`config.mk`:
```
export PLATFORM = sky130hd
export DESIGN_NAME = score_based_cache_eviction_unit
export DESIGN_NICKNAME = d
export VERILOG_FILES = /design/src/rtl/core/sce_pkg.sv /design/src/rtl/core/score_based_cache_eviction_unit.sv /design/src/rtl/core/sce_entry_ram.sv
export SDC_FILE = /design/constraint.sdc
export NUM_CORES = 2
export LEC_CHECK = 0
export ABC_CLOCK_PERIOD_IN_PS = 14300
export BUFFER_PORTS_ARGS = -buffer_cell sky130_fd_sc_hd__clkbuf_2
export CAP_MARGIN = 30
export CORE_ASPECT_RATIO = 1.75
export CORE_MARGIN = 1.5
export CORE_UTILIZATION = 55
export DETAILED_ROUTE_END_ITERATION = 12
export HOLD_SLACK_MARGIN = 0.08
export PLACE_DENSITY = 0.76
export SYNTH_ARGS = -nofsm -noshare
export SYNTH_HDL_FRONTEND = slang
export SYNTH_SLANG_ARGS = --single-unit
```
`constraint.sdc`:
```
create_clock -name clock -period 14.3 [get_ports clock]
set_clock_uncertainty 0.2 [all_clocks]
set_input_delay 1.43 -clock clock [delete_from_list [all_inputs] [get_ports clock]]
set_output_delay 1.43 -clock clock [all_outputs]
set_load 0.01 [all_outputs]
```
`src/rtl/core/sce_pkg.sv`:
```
// ----------------------------------------------------------------------------
// sce_pkg
// Shared entry layout, constants and a fixed-point helper for the eviction table.
// ----------------------------------------------------------------------------
package sce_pkg;

   localparam int TAG_W   = 31;
   localparam int FREQ_W  = 16;
   localparam int REC_W   = 17;
   localparam int SCORE_W = 33;
   localparam int DEC_W   = 16;
   localparam int OCC_W   = 9;

   localparam logic [FREQ_W-1:0] FREQ_MAX        = 16'hFFFF;
   localparam logic [REC_W-1:0]  REC_ONE         = 17'h10000;
   localparam logic [DEC_W-1:0]  MISS_DECAY_RST  = 16'd58982;

   typedef enum logic [1:0] {
      OP_TOUCH  = 2'd0,
      OP_TICK   = 2'd1,
      OP_LOOKUP = 2'd2,
      OP_NONE   = 2'd3
   } opcode_type;

   typedef struct packed {
      logic [TAG_W-1:0]   tag;
      logic [FREQ_W-1:0]  freq;
      logic [REC_W-1:0]   rec;
      logic [SCORE_W-1:0] score;
   } entry_type;

   // recency * Q0.16 multiplier, truncated back to Q1.16
   function automatic logic [REC_W-1:0] decay_mul(input logic [REC_W-1:0] rec,
                                                  input logic [DEC_W-1:0] d);
      logic [REC_W+DEC_W-1:0] prod;
      begin
         prod = (REC_W+DEC_W)'(rec) * (REC_W+DEC_W)'(d);
         return prod[REC_W+DEC_W-1:DEC_W];
      end
   endfunction

endpackage

```
`src/rtl/core/score_based_cache_eviction_unit.sv`:
```
// ----------------------------------------------------------------------------
// score_based_cache_eviction_unit
// Frequency/recency scored tag table with lowest-score eviction.
// ----------------------------------------------------------------------------
// One command is taken when start is high and busy is low; its single result
// appears on the rsp_ ports for exactly one cycle with rsp_valid high, and the
// receiver cannot stall it. Every entry visit is a read of the entry RAM
// followed by an evaluation of the registered read data. A lookup or a hitting
// touch searches the held entries, a missing touch with room searches and then
// appends, a missing touch on a full table searches, then makes one combined
// shift-and-decay pass, then appends, and a tick reads, multiplies the recency
// and multiplies the score for each entry. An unused opcode answers on the next
// cycle. The entry RAM needs no clearing: only entries below the fill count are
// ever read.
// ----------------------------------------------------------------------------
module score_based_cache_eviction_unit
   import sce_pkg::*;
#(
   parameter int CAPACITY = 16
) (
   input  logic               clock,
   input  logic               reset,
   input  logic               start,
   output logic               busy,
   input  logic [1:0]         req_opcode,
   input  logic [TAG_W-1:0]   req_block_tag,
   input  logic [DEC_W-1:0]   req_decay_factor,
   input  logic               csr_wr_en,
   input  logic [DEC_W-1:0]   csr_wr_data,
   output logic               rsp_valid,
   output logic               rsp_hit,
   output logic               rsp_evicted_valid,
   output logic [TAG_W-1:0]   rsp_evicted_tag,
   output logic               rsp_present,
   output logic [OCC_W-1:0]   rsp_occupancy
);

   localparam int AW = (CAPACITY > 1) ? $clog2(CAPACITY) : 1;
   localparam logic [OCC_W-1:0] CAP_N = OCC_W'(CAPACITY);

   typedef enum logic [7:0] {
      ST_IDLE  = 8'b0000_0001,
      ST_S_RD  = 8'b0000_0010,
      ST_S_CHK = 8'b0000_0100,
      ST_SH_RD = 8'b0000_1000,
      ST_SH_WR = 8'b0001_0000,
      ST_AP_WR = 8'b0010_0000,
      ST_TK_RD = 8'b0100_0000,
      ST_TK_MUL= 8'b1000_0000
   } state_type;

   // tick needs a third step per entry; reuse a flag to split multiply phases
   state_type          state_ff, state_in;
   logic               tsc_ff, tsc_in;
   opcode_type         op_ff, op_in;
   logic [TAG_W-1:0]   tag_ff, tag_in;
   logic [DEC_W-1:0]   dec_ff, dec_in;
   logic [DEC_W-1:0]   mdecay_ff, mdecay_in;
   logic [OCC_W-1:0]   fill_ff, fill_in;
   logic [OCC_W-1:0]   cnt_ff, cnt_in;
   logic [AW-1:0]      vic_ff, vic_in;
   logic [SCORE_W-1:0] min_ff, min_in;
   logic [TAG_W-1:0]   vtag_ff, vtag_in;
   entry_type          hold_ff, hold_in;
   logic               valid_ff, valid_in;
   logic               hit_ff, hit_in;
   logic               pres_ff, pres_in;
   logic               evv_ff, evv_in;
   logic [TAG_W-1:0]   evtag_ff, evtag_in;

   logic [AW-1:0]      rd_addr;
   entry_type          rd_data;
   logic               wr_en;
   logic [AW-1:0]      wr_addr;
   entry_type          wr_data;

   entry_type          fresh;
   logic [OCC_W-1:0]   src;
   logic [FREQ_W-1:0]  freq_up;

   // No pass uses read data of an entry it has already written: every pass reads
   // an entry before it writes that entry, so no forwarding path is needed.
   sce_entry_ram #(.DEPTH(CAPACITY), .AW(AW)) u_ram (
      .clock   (clock),
      .rd_addr (rd_addr),
      .rd_data (rd_data),
      .wr_en   (wr_en),
      .wr_addr (wr_addr),
      .wr_data (wr_data)
   );

   assign busy              = (state_ff != ST_IDLE);
   assign rsp_valid         = valid_ff;
   assign rsp_hit           = hit_ff;
   assign rsp_present       = pres_ff;
   assign rsp_evicted_valid = evv_ff;
   assign rsp_evicted_tag   = evtag_ff;
   // fill count already holds the post-item value during the strobe cycle
   assign rsp_occupancy     = fill_ff;

   always_comb begin
      fresh.tag   = tag_ff;
      fresh.freq  = FREQ_W'(1);
      fresh.rec   = REC_ONE;
      fresh.score = SCORE_W'(REC_ONE);
      freq_up     = (rd_data.freq < FREQ_MAX) ? rd_data.freq + FREQ_W'(1) : rd_data.freq;
      // shift source: entries past the victim move down by one
      src = (cnt_ff[AW-1:0] >= vic_ff) ? cnt_ff + OCC_W'(1) : cnt_ff;
   end

   always_comb begin
      state_in  = state_ff;
      tsc_in    = tsc_ff;
      op_in     = op_ff;
      tag_in    = tag_ff;
      dec_in    = dec_ff;
      mdecay_in = csr_wr_en ? csr_wr_data : mdecay_ff;
      fill_in   = fill_ff;
      cnt_in    = cnt_ff;
      vic_in    = vic_ff;
      min_in    = min_ff;
      vtag_in   = vtag_ff;
      hold_in   = hold_ff;
      valid_in  = 1'b0;
      hit_in    = hit_ff;
      pres_in   = pres_ff;
      evv_in    = evv_ff;
      evtag_in  = evtag_ff;
      rd_addr   = cnt_ff[AW-1:0];
      wr_en     = 1'b0;
      wr_addr   = cnt_ff[AW-1:0];
      wr_data   = rd_data;

      unique case (state_ff)
         ST_IDLE: begin
            if (start) begin
               op_in    = opcode_type'(req_opcode);
               tag_in   = req_block_tag;
               dec_in   = req_decay_factor;
               cnt_in   = '0;
               tsc_in   = 1'b0;
               hit_in   = 1'b0;
               pres_in  = 1'b0;
               evv_in   = 1'b0;
               evtag_in = '0;
               unique case (opcode_type'(req_opcode))
                  OP_TOUCH: begin
                     if (fill_ff == '0) begin
                        // empty table: append straight away
                        wr_en     = 1'b1;
                        wr_addr   = '0;
                        wr_data.tag   = req_block_tag;
                        wr_data.freq  = FREQ_W'(1);
                        wr_data.rec   = REC_ONE;
                        wr_data.score = SCORE_W'(REC_ONE);
                        fill_in   = OCC_W'(1);
                        valid_in  = 1'b1;
                     end else begin
                        state_in = ST_S_RD;
                     end
                  end
                  OP_LOOKUP: begin
                     if (fill_ff == '0) valid_in = 1'b1;
                     else state_in = ST_S_RD;
                  end
                  OP_TICK: begin
                     if (fill_ff == '0) valid_in = 1'b1;
                     else state_in = ST_TK_RD;
                  end
                  default: valid_in = 1'b1;
               endcase
            end
         end

         ST_S_RD: state_in = ST_S_CHK;

         ST_S_CHK: begin
            if (rd_data.tag == tag_ff) begin
               if (op_ff == OP_TOUCH) begin
                  hit_in        = 1'b1;
                  wr_en         = 1'b1;
                  wr_data.freq  = freq_up;
                  wr_data.rec   = REC_ONE;
                  wr_data.score = SCORE_W'({freq_up, 16'h0000});
               end else begin
                  pres_in = 1'b1;
               end
               valid_in = 1'b1;
               state_in = ST_IDLE;
            end else begin
               // track the first lowest score
               if (cnt_ff == '0 || rd_data.score < min_ff) begin
                  min_in  = rd_data.score;
                  vic_in  = cnt_ff[AW-1:0];
                  vtag_in = rd_data.tag;
               end
               if (cnt_ff + OCC_W'(1) == fill_ff) begin
                  if (op_ff != OP_TOUCH) begin
                     valid_in = 1'b1;
                     state_in = ST_IDLE;
                  end else if (fill_ff < CAP_N) begin
                     wr_en    = 1'b1;
                     wr_addr  = fill_ff[AW-1:0];
                     wr_data  = fresh;
                     fill_in  = fill_ff + OCC_W'(1);
                     valid_in = 1'b1;
                     state_in = ST_IDLE;
                  end else begin
                     evv_in   = 1'b1;
                     evtag_in = (cnt_ff == '0 || rd_data.score < min_ff) ? rd_data.tag
                                                                        : vtag_ff;
                     cnt_in   = '0;
                     state_in = (CAPACITY > 1) ? ST_SH_RD : ST_AP_WR;
                  end
               end else begin
                  cnt_in   = cnt_ff + OCC_W'(1);
                  state_in = ST_S_RD;
               end
            end
         end

         ST_SH_RD: begin
            rd_addr  = src[AW-1:0];
            state_in = ST_SH_WR;
         end

         ST_SH_WR: begin
            // drop the victim and decay survivors; score stays as it was
            wr_en       = 1'b1;
            wr_data.rec = decay_mul(rd_data.rec, mdecay_ff);
            cnt_in      = cnt_ff + OCC_W'(1);
            state_in    = (cnt_ff + OCC_W'(2) == CAP_N) ? ST_AP_WR : ST_SH_RD;
         end

         ST_AP_WR: begin
            wr_en    = 1'b1;
            wr_addr  = AW'(CAP_N - OCC_W'(1));
            wr_data  = fresh;
            valid_in = 1'b1;
            state_in = ST_IDLE;
         end

         ST_TK_RD: state_in = ST_TK_MUL;

         ST_TK_MUL: begin
            if (!tsc_ff) begin
               // first step: new recency into the holding register
               hold_in     = rd_data;
               hold_in.rec = decay_mul(rd_data.rec, dec_ff);
               tsc_in      = 1'b1;
            end else begin
               wr_en         = 1'b1;
               wr_data       = hold_ff;
               wr_data.score = SCORE_W'(hold_ff.freq) * SCORE_W'(hold_ff.rec);
               tsc_in        = 1'b0;
               if (cnt_ff + OCC_W'(1) == fill_ff) begin
                  valid_in = 1'b1;
                  state_in = ST_IDLE;
               end else begin
                  cnt_in   = cnt_ff + OCC_W'(1);
                  state_in = ST_TK_RD;
               end
            end
         end

         default: state_in = ST_IDLE;
      endcase
   end

   always_ff @(posedge clock) begin
      if (reset) begin
         state_ff  <= ST_IDLE;
         tsc_ff    <= 1'b0;
         fill_ff   <= '0;
         mdecay_ff <= MISS_DECAY_RST;
         valid_ff  <= 1'b0;
         hit_ff    <= 1'b0;
         pres_ff   <= 1'b0;
         evv_ff    <= 1'b0;
         evtag_ff  <= '0;
      end else begin
         state_ff  <= state_in;
         tsc_ff    <= tsc_in;
         fill_ff   <= fill_in;
         mdecay_ff <= mdecay_in;
         valid_ff  <= valid_in;
         hit_ff    <= hit_in;
         pres_ff   <= pres_in;
         evv_ff    <= evv_in;
         evtag_ff  <= evtag_in;
      end
   end

   always_ff @(posedge clock) begin
      op_ff   <= op_in;
      tag_ff  <= tag_in;
      dec_ff  <= dec_in;
      cnt_ff  <= cnt_in;
      vic_ff  <= vic_in;
      min_ff  <= min_in;
      vtag_ff <= vtag_in;
      hold_ff <= hold_in;
   end

endmodule

```
`src/rtl/core/sce_entry_ram.sv`:
```
// ----------------------------------------------------------------------------
// sce_entry_ram
// Entry store: one write port, one registered read port.
// ----------------------------------------------------------------------------
module sce_entry_ram
   import sce_pkg::*;
#(
   parameter int DEPTH = 16,
   parameter int AW    = 4
) (
   input  logic            clock,
   input  logic [AW-1:0]   rd_addr,
   output entry_type       rd_data,
   input  logic            wr_en,
   input  logic [AW-1:0]   wr_addr,
   input  entry_type       wr_data
);

   entry_type mem [DEPTH];

   always_ff @(posedge clock) begin
      rd_data <= mem[rd_addr];
      if (wr_en) begin
         mem[wr_addr] <= wr_data;
      end
   end

endmodule

```
# Word level (Yosys, flattened, before mapping)
# Memory sizes are Yosys's and may differ from the RTL's. A register that Yosys moved wholly into a read port is not among the register bits.
# Index checks and enable logic that the tools add are counted.
[word_totals]
output_inout_bits = 45
mem_bits_ro = 0
memories = 1
latchBits = 0
wordCells = 181
reg_bits = 259
ramBits = 1552
inputBits = 69
[memory_table]
columns = ["memory", "depth", "width", "read_ports", "rd_ports_with_merged_regs", "wr", "line_no", "rtl"]
rows = [
  ["u_ram.mem", 16, 97, 1, 1, 1, "sce_entry_ram.sv:19", "entry_type mem [DEPTH];"],
]
[classes]
n_shift = 0
n_reduce_logical = 23
addsub = 4
multipliers = 3
n_mux = 93
bitwise = 2
n_div = 0
eq_ne = 32
n_lt_le_gt_ge = 4
[op_table]
columns = ["cell", "n"]
rows = [
  ["$mux 97", 7],
  ["$mux 31", 7],
  ["$pmux 47 s4", 1],
  ["$mux 66", 2],
  ["$pmux 33 s4", 1],
  ["$mux 9", 14],
  ["$pmux 17 s5", 1],
  ["$mul 17x16->33", 2],
  ["$pmux 31 s2", 1],
  ["$pmux 8 s7", 1],
  ["$mux 8", 6],
  ["$mux 4", 11],
  ["$pmux 9 s4", 1],
  ["$lt 33x33->1", 1],
  ["$mul 16x17->33", 1],
  ["$eq 31x31->1", 1],
  ["$mux 1", 28],
  ["$ne 2x2->1 const B", 12],
  ["$add 9x1->9 const B", 2],
  ["$logic_not 9->1", 2],
  ["$pmux 9 s2", 1],
  ["$add 16x1->16 const B", 1],
  ["$lt 16x16->1 const B", 1],
  ["$mux 16", 1],
  ["39 further kinds", 55],
]

# Depth between registers and ports, before layout
[logic_depth]
word_depth = 8
mapped_depth = 24
mapped_depth_nobuf = 23

# Cells and area by module
# A second synthesis with hierarchy kept.
[hier_totals]
hier_cells = 6718
hier_area_um2 = 99366.6
[by_module_without_submodules]
columns = ["module", "n_inst", "cells_each", "area_each_um2"]
rows = [
  ["sce_entry_ram", 1, 2484, 59867.4],
  ["score_based_cache_eviction_unit", 1, 4234, 39499.1],
]

# Least setup slack after synthesis
# Ideal clock, no wire load.
[synth_timing]
path_kind = "reg-to-reg"
startpoint = "register cnt_ff[1]"
endpoint = "memory u_ram.mem[13][0] (netlist bit) (enable)"
path_buffers = 0
setup_time_ps = 671
setup_slack_ps = 4194
period_less_slack_ps = 10106
stages_incl_launch_ff = 11
arrival_time_ps = 9235
cell_sequence = "edfxtp_1 > ha_1 > nand2_1 > nor3_1 > xnor3_1 > nand4b_4 > nor4_4 > mux2i_1 > o2bb2ai_1 > or2_2 > nor3_1"
[synth_via]
elab_chain_len = 7
word_cells_on_any_way = 15
classes_between = "add/sub: 1; eq/ne: 1; mux: 13"
[synth_lines]
columns = ["item", "line_no", "rtl"]
rows = [
  ["from (decl)", "score_based_cache_eviction_unit.sv:60", "logic [OCC_W-1:0] cnt_ff, cnt_in;"],
  ["from (signal assigned)", "score_based_cache_eviction_unit.sv:298", "cnt_ff <= cnt_in;"],
  ["$add 9x1->9", "score_based_cache_eviction_unit.sv:197", "if (cnt_ff + OCC_W'(1) == fill_ff) begin"],
  ["$eq 9x9->1", "score_based_cache_eviction_unit.sv:197", ""],
  ["$mux 1", "score_based_cache_eviction_unit.sv:197", ""],
  ["$mux 1", "score_based_cache_eviction_unit.sv:178", "if (rd_data.tag == tag_ff) begin"],
  ["$pmux 1 s4", "score_based_cache_eviction_unit.sv:134", "unique case (state_ff)"],
  ["$mux 1", "sce_entry_ram.sv:23", "if (wr_en) begin"],
  ["$mux 1 (implied by the code)", "sce_entry_ram.sv:24", "mem[wr_addr] <= wr_data;"],
  ["to (decl)", "sce_entry_ram.sv:19", ""],
]
# Parallel ways exist; a longest one is shown, timed or not.

==> impl_metrics.json <==
{
  "outcome": "finished clean",
  "clock_latency_ps": 860,
  "hold_class": "flip-flop to flip-flop",
  "final_cell_mix": "edfxtp_1, a21oi_1, nor3_1",
  "yosys_warnings": 0,
  "fin_nets": 9868,
  "postCtsSetupBuffers": 0,
  "finalCriticalPeriod_ps": 8090,
  "r2r.worst_path.cells": 18,
  "cts_tree": "built",
  "cp.arrival_ps": 8330,
  "die_h_um": 581.5,
  "wl_per_cell_um": 27.39,
  "numCtsBuffers": 177,
  "syn-instance-count": 9085,
  "ys.flop_type": "edfxtp_1",
  "endpoint": "u_ram.mem[4][26]",
  "vias": 77251,
  "synth.area.top_cells": "edfxtp_1, fa_1, o22ai_1, a21oi_1, ha_1",
  "reg2reg_to": "u_ram.mem[4][26]",
  "syn_area_per_cell_um2": 11.58,
  "max_slew_margin_pct": 21.20,
  "die_area_um2": 194000,
  "synthDistinctLibCells": 92,
  "finalCritPeriodShare_pct": 56.58,
  "synth_fp_nets": 10128,
  "cts_max_path_buffers": 4,
  "crit_type": "flip-flop to flip-flop",
  "place_inst": 11100,
  "cts-resized-gates": 0,
  "rows": 212,
  "drt_first_pass_iters": 7,
  "grt_pass1_wl_mm": 466.9,
  "fillers": 14529,
  "fmax_ghz": 0.1236,
  "dp_hpwl_mm": 179.4,
  "io_buffers": 113,
  "finalSetupViolCount": 0,
  "ant_nets": 0,
  "synth_edf_count": 1742,
  "syn_to_final_growth_pct": 8.163,
  "syn_area_um2": 105200,
  "start_kind": "flip-flop",
  "tightest_slew_ps": 1182,
  "tns_ps": 0,
  "synth_top_cell_area_share_pct": 49.73,
  "grt_pass1_vias": 78971,
  "rrSetupSlack_ps": 6210,
  "grt_overflow": 0,
  "viasPerCell": 6.760,
  "cp_max_fo": 17,
  "final_cells": 11427,
  "cts_htree_levels": 4,
  "cap_violations": 0,
  "clock-sinks": 1908,
  "drc": 0,
  "layout-drive-gt1-share_pct": 7.498,
  "rsz0062_at_grt": "no",
  "hold_buffers": 0,
  "initial_core_util_pct": 55.31,
  "wl_mm": 313.0,
  "ys_seq_area_share_pct": 52.89,
  "routabilityCongestion": 0.9536,
  "required_ps": 14540,
  "maxSlewViolCount": 0,
  "coreArea_um2": 190200,
  "endpoint_kind": "flip-flop",
  "final_common_cell": "edfxtp_1",
  "synth_top_area_cell": "edfxtp_1",
  "cts_root_buf": "clkbuf_16",
  "worstReg2RegStart": "hold_ff[43]",
  "finalHoldViolCount": 0,
  "antenna_found_initial": 7,
  "die_w_um": 333.6,
  "grt_max_degree": 215,
  "synth-async-reset-ratio_pct": 0,
  "drtIter0Drc": 9919,
  "grt_use_total_pct": 31.63,
  "synth_seq_cells": 1908,
  "boundaryPins": 114,
  "path_clk_slew_ps": 70,
  "crit_start": "hold_ff[43]"
}
routing by layer:
metal	GRT usage [%]	up-vias	part of all wire, %
met1	35.94	38084	32
met4	23.04	4	7.7
met5	0	-	0.0099
li1	-	32405	-
met3	5.040	1371	9.9
met2	54.05	5387	50
how the worst min path moves through the flow:
stage               cells past startpoint               from  slack (ps)          end
global route                            0   u_ram.rd_data[2]         270    min_ff[2]
detailed placement                      0   u_ram.rd_data[0]         240    min_ff[0]
CTS                                     0   u_ram.rd_data[2]         260    min_ff[2]
global placement                        0   u_ram.rd_data[0]         240    min_ff[0]
floorplan                               0  u_ram.rd_data[55]         210  hold_ff[55]
finish                                  0   u_ram.rd_data[5]         270    min_ff[5]
sequential cells by signal, summed over array words and instances (netlist names):
signal and count:
cnt_ff 9, dec_ff 16, hold_ff 64, mdecay_ff 16, min_ff 33, op_ff 2, rsp_evicted_tag 31, rsp_evicted_valid 1
rsp_hit 1, rsp_occupancy 9, rsp_present 1, rsp_valid 1, state_ff 8, tag_ff 31, tsc_ff 1, u_ram.mem 1552
u_ram.rd_data 97, vic_ff 4, vtag_ff 31
cell type report:
class | count | area (um^2) | area share, %
multi-input combinational | 5668 | 44010 | 38.68
clock buffer | 227 | 4861 | 4.272
sequential | 1908 | 55630 | 48.90
antenna | 4 | 10.01 | 0.008797
timing repair buffer | 301 | 2370 | 2.083
tap | 2461 | 3079 | 2.706
inverter | 769 | 2887 | 2.537
clock inverter | 89 | 932.1 | 0.8192
synthesized netlist by cell type, types with 25 or more instances:
master,n
a21o_1,37
clkbuf_1,573
nand2_1,648
xor2_1,52
buf_2,128
edfxtp_1,1742
inv_1,768
nand3_1,37
ha_1,352
nand4_1,213
mux2i_1,144
dfxtp_1,166
o21ai_0,122
mux2_2,32
and2_1,374
fa_1,622
o22ai_1,782
nor3_1,811
a311o_1,31
a21oi_1,910
nor2_1,119
buf_1,35
xnor2_1,60
nand2b_1,25
a221o_1,39
metrics by stage:
| step | worst slack (ps) | area (um^2) | util [%] | hold slack [ps] |
|---|---|---|---|---|
| CTS | 6306 | 113700 | 59.78 | 260.2 |
| detailed placement | 6391 | 107900 | 56.73 | 244.6 |
| global route | 5863 | 113800 | 59.83 | 274.2 |
| finish | 6210 | 113800 | 59.83 | 269.8 |
| floorplan | 4194 | 105200 | - | 206.4 |
| global placement | 5955 | 107700 | 56.61 | 242.0 |
critical path: stages (launching register included):
cell       delay [ps]
edfxtp_1          920
nand2_1           170
fa_1              540
fa_1              580
fa_1              450
fa_1              550
inv_1              50
fa_1              520
fa_1              430
ha_1              360
a2111oi_0         400
o21ai_0           180
and3_1            270
o21a_1            220
o21ai_0           370
nand2b_1          150
a221oi_1          310
xor2_1            140
o22ai_1           890
kinds of logic after synthesis:
family	count (synthesis)	share of synthesized area (%)
flip-flops	1908	52.89
multiplexers	177	1.727
AND/OR/NAND/NOR	2331	11.18
AO/OA/AOI/OAI	2071	11.63
buffers and inverters	1509	5.554
XOR/XNOR	115	0.9908
adder cells (fa/ha/maj)	974	16.02
Power is left out: the tool's default activity adds up to more than one toggle a clock period on the data nets, which glitch-free logic cannot reach.
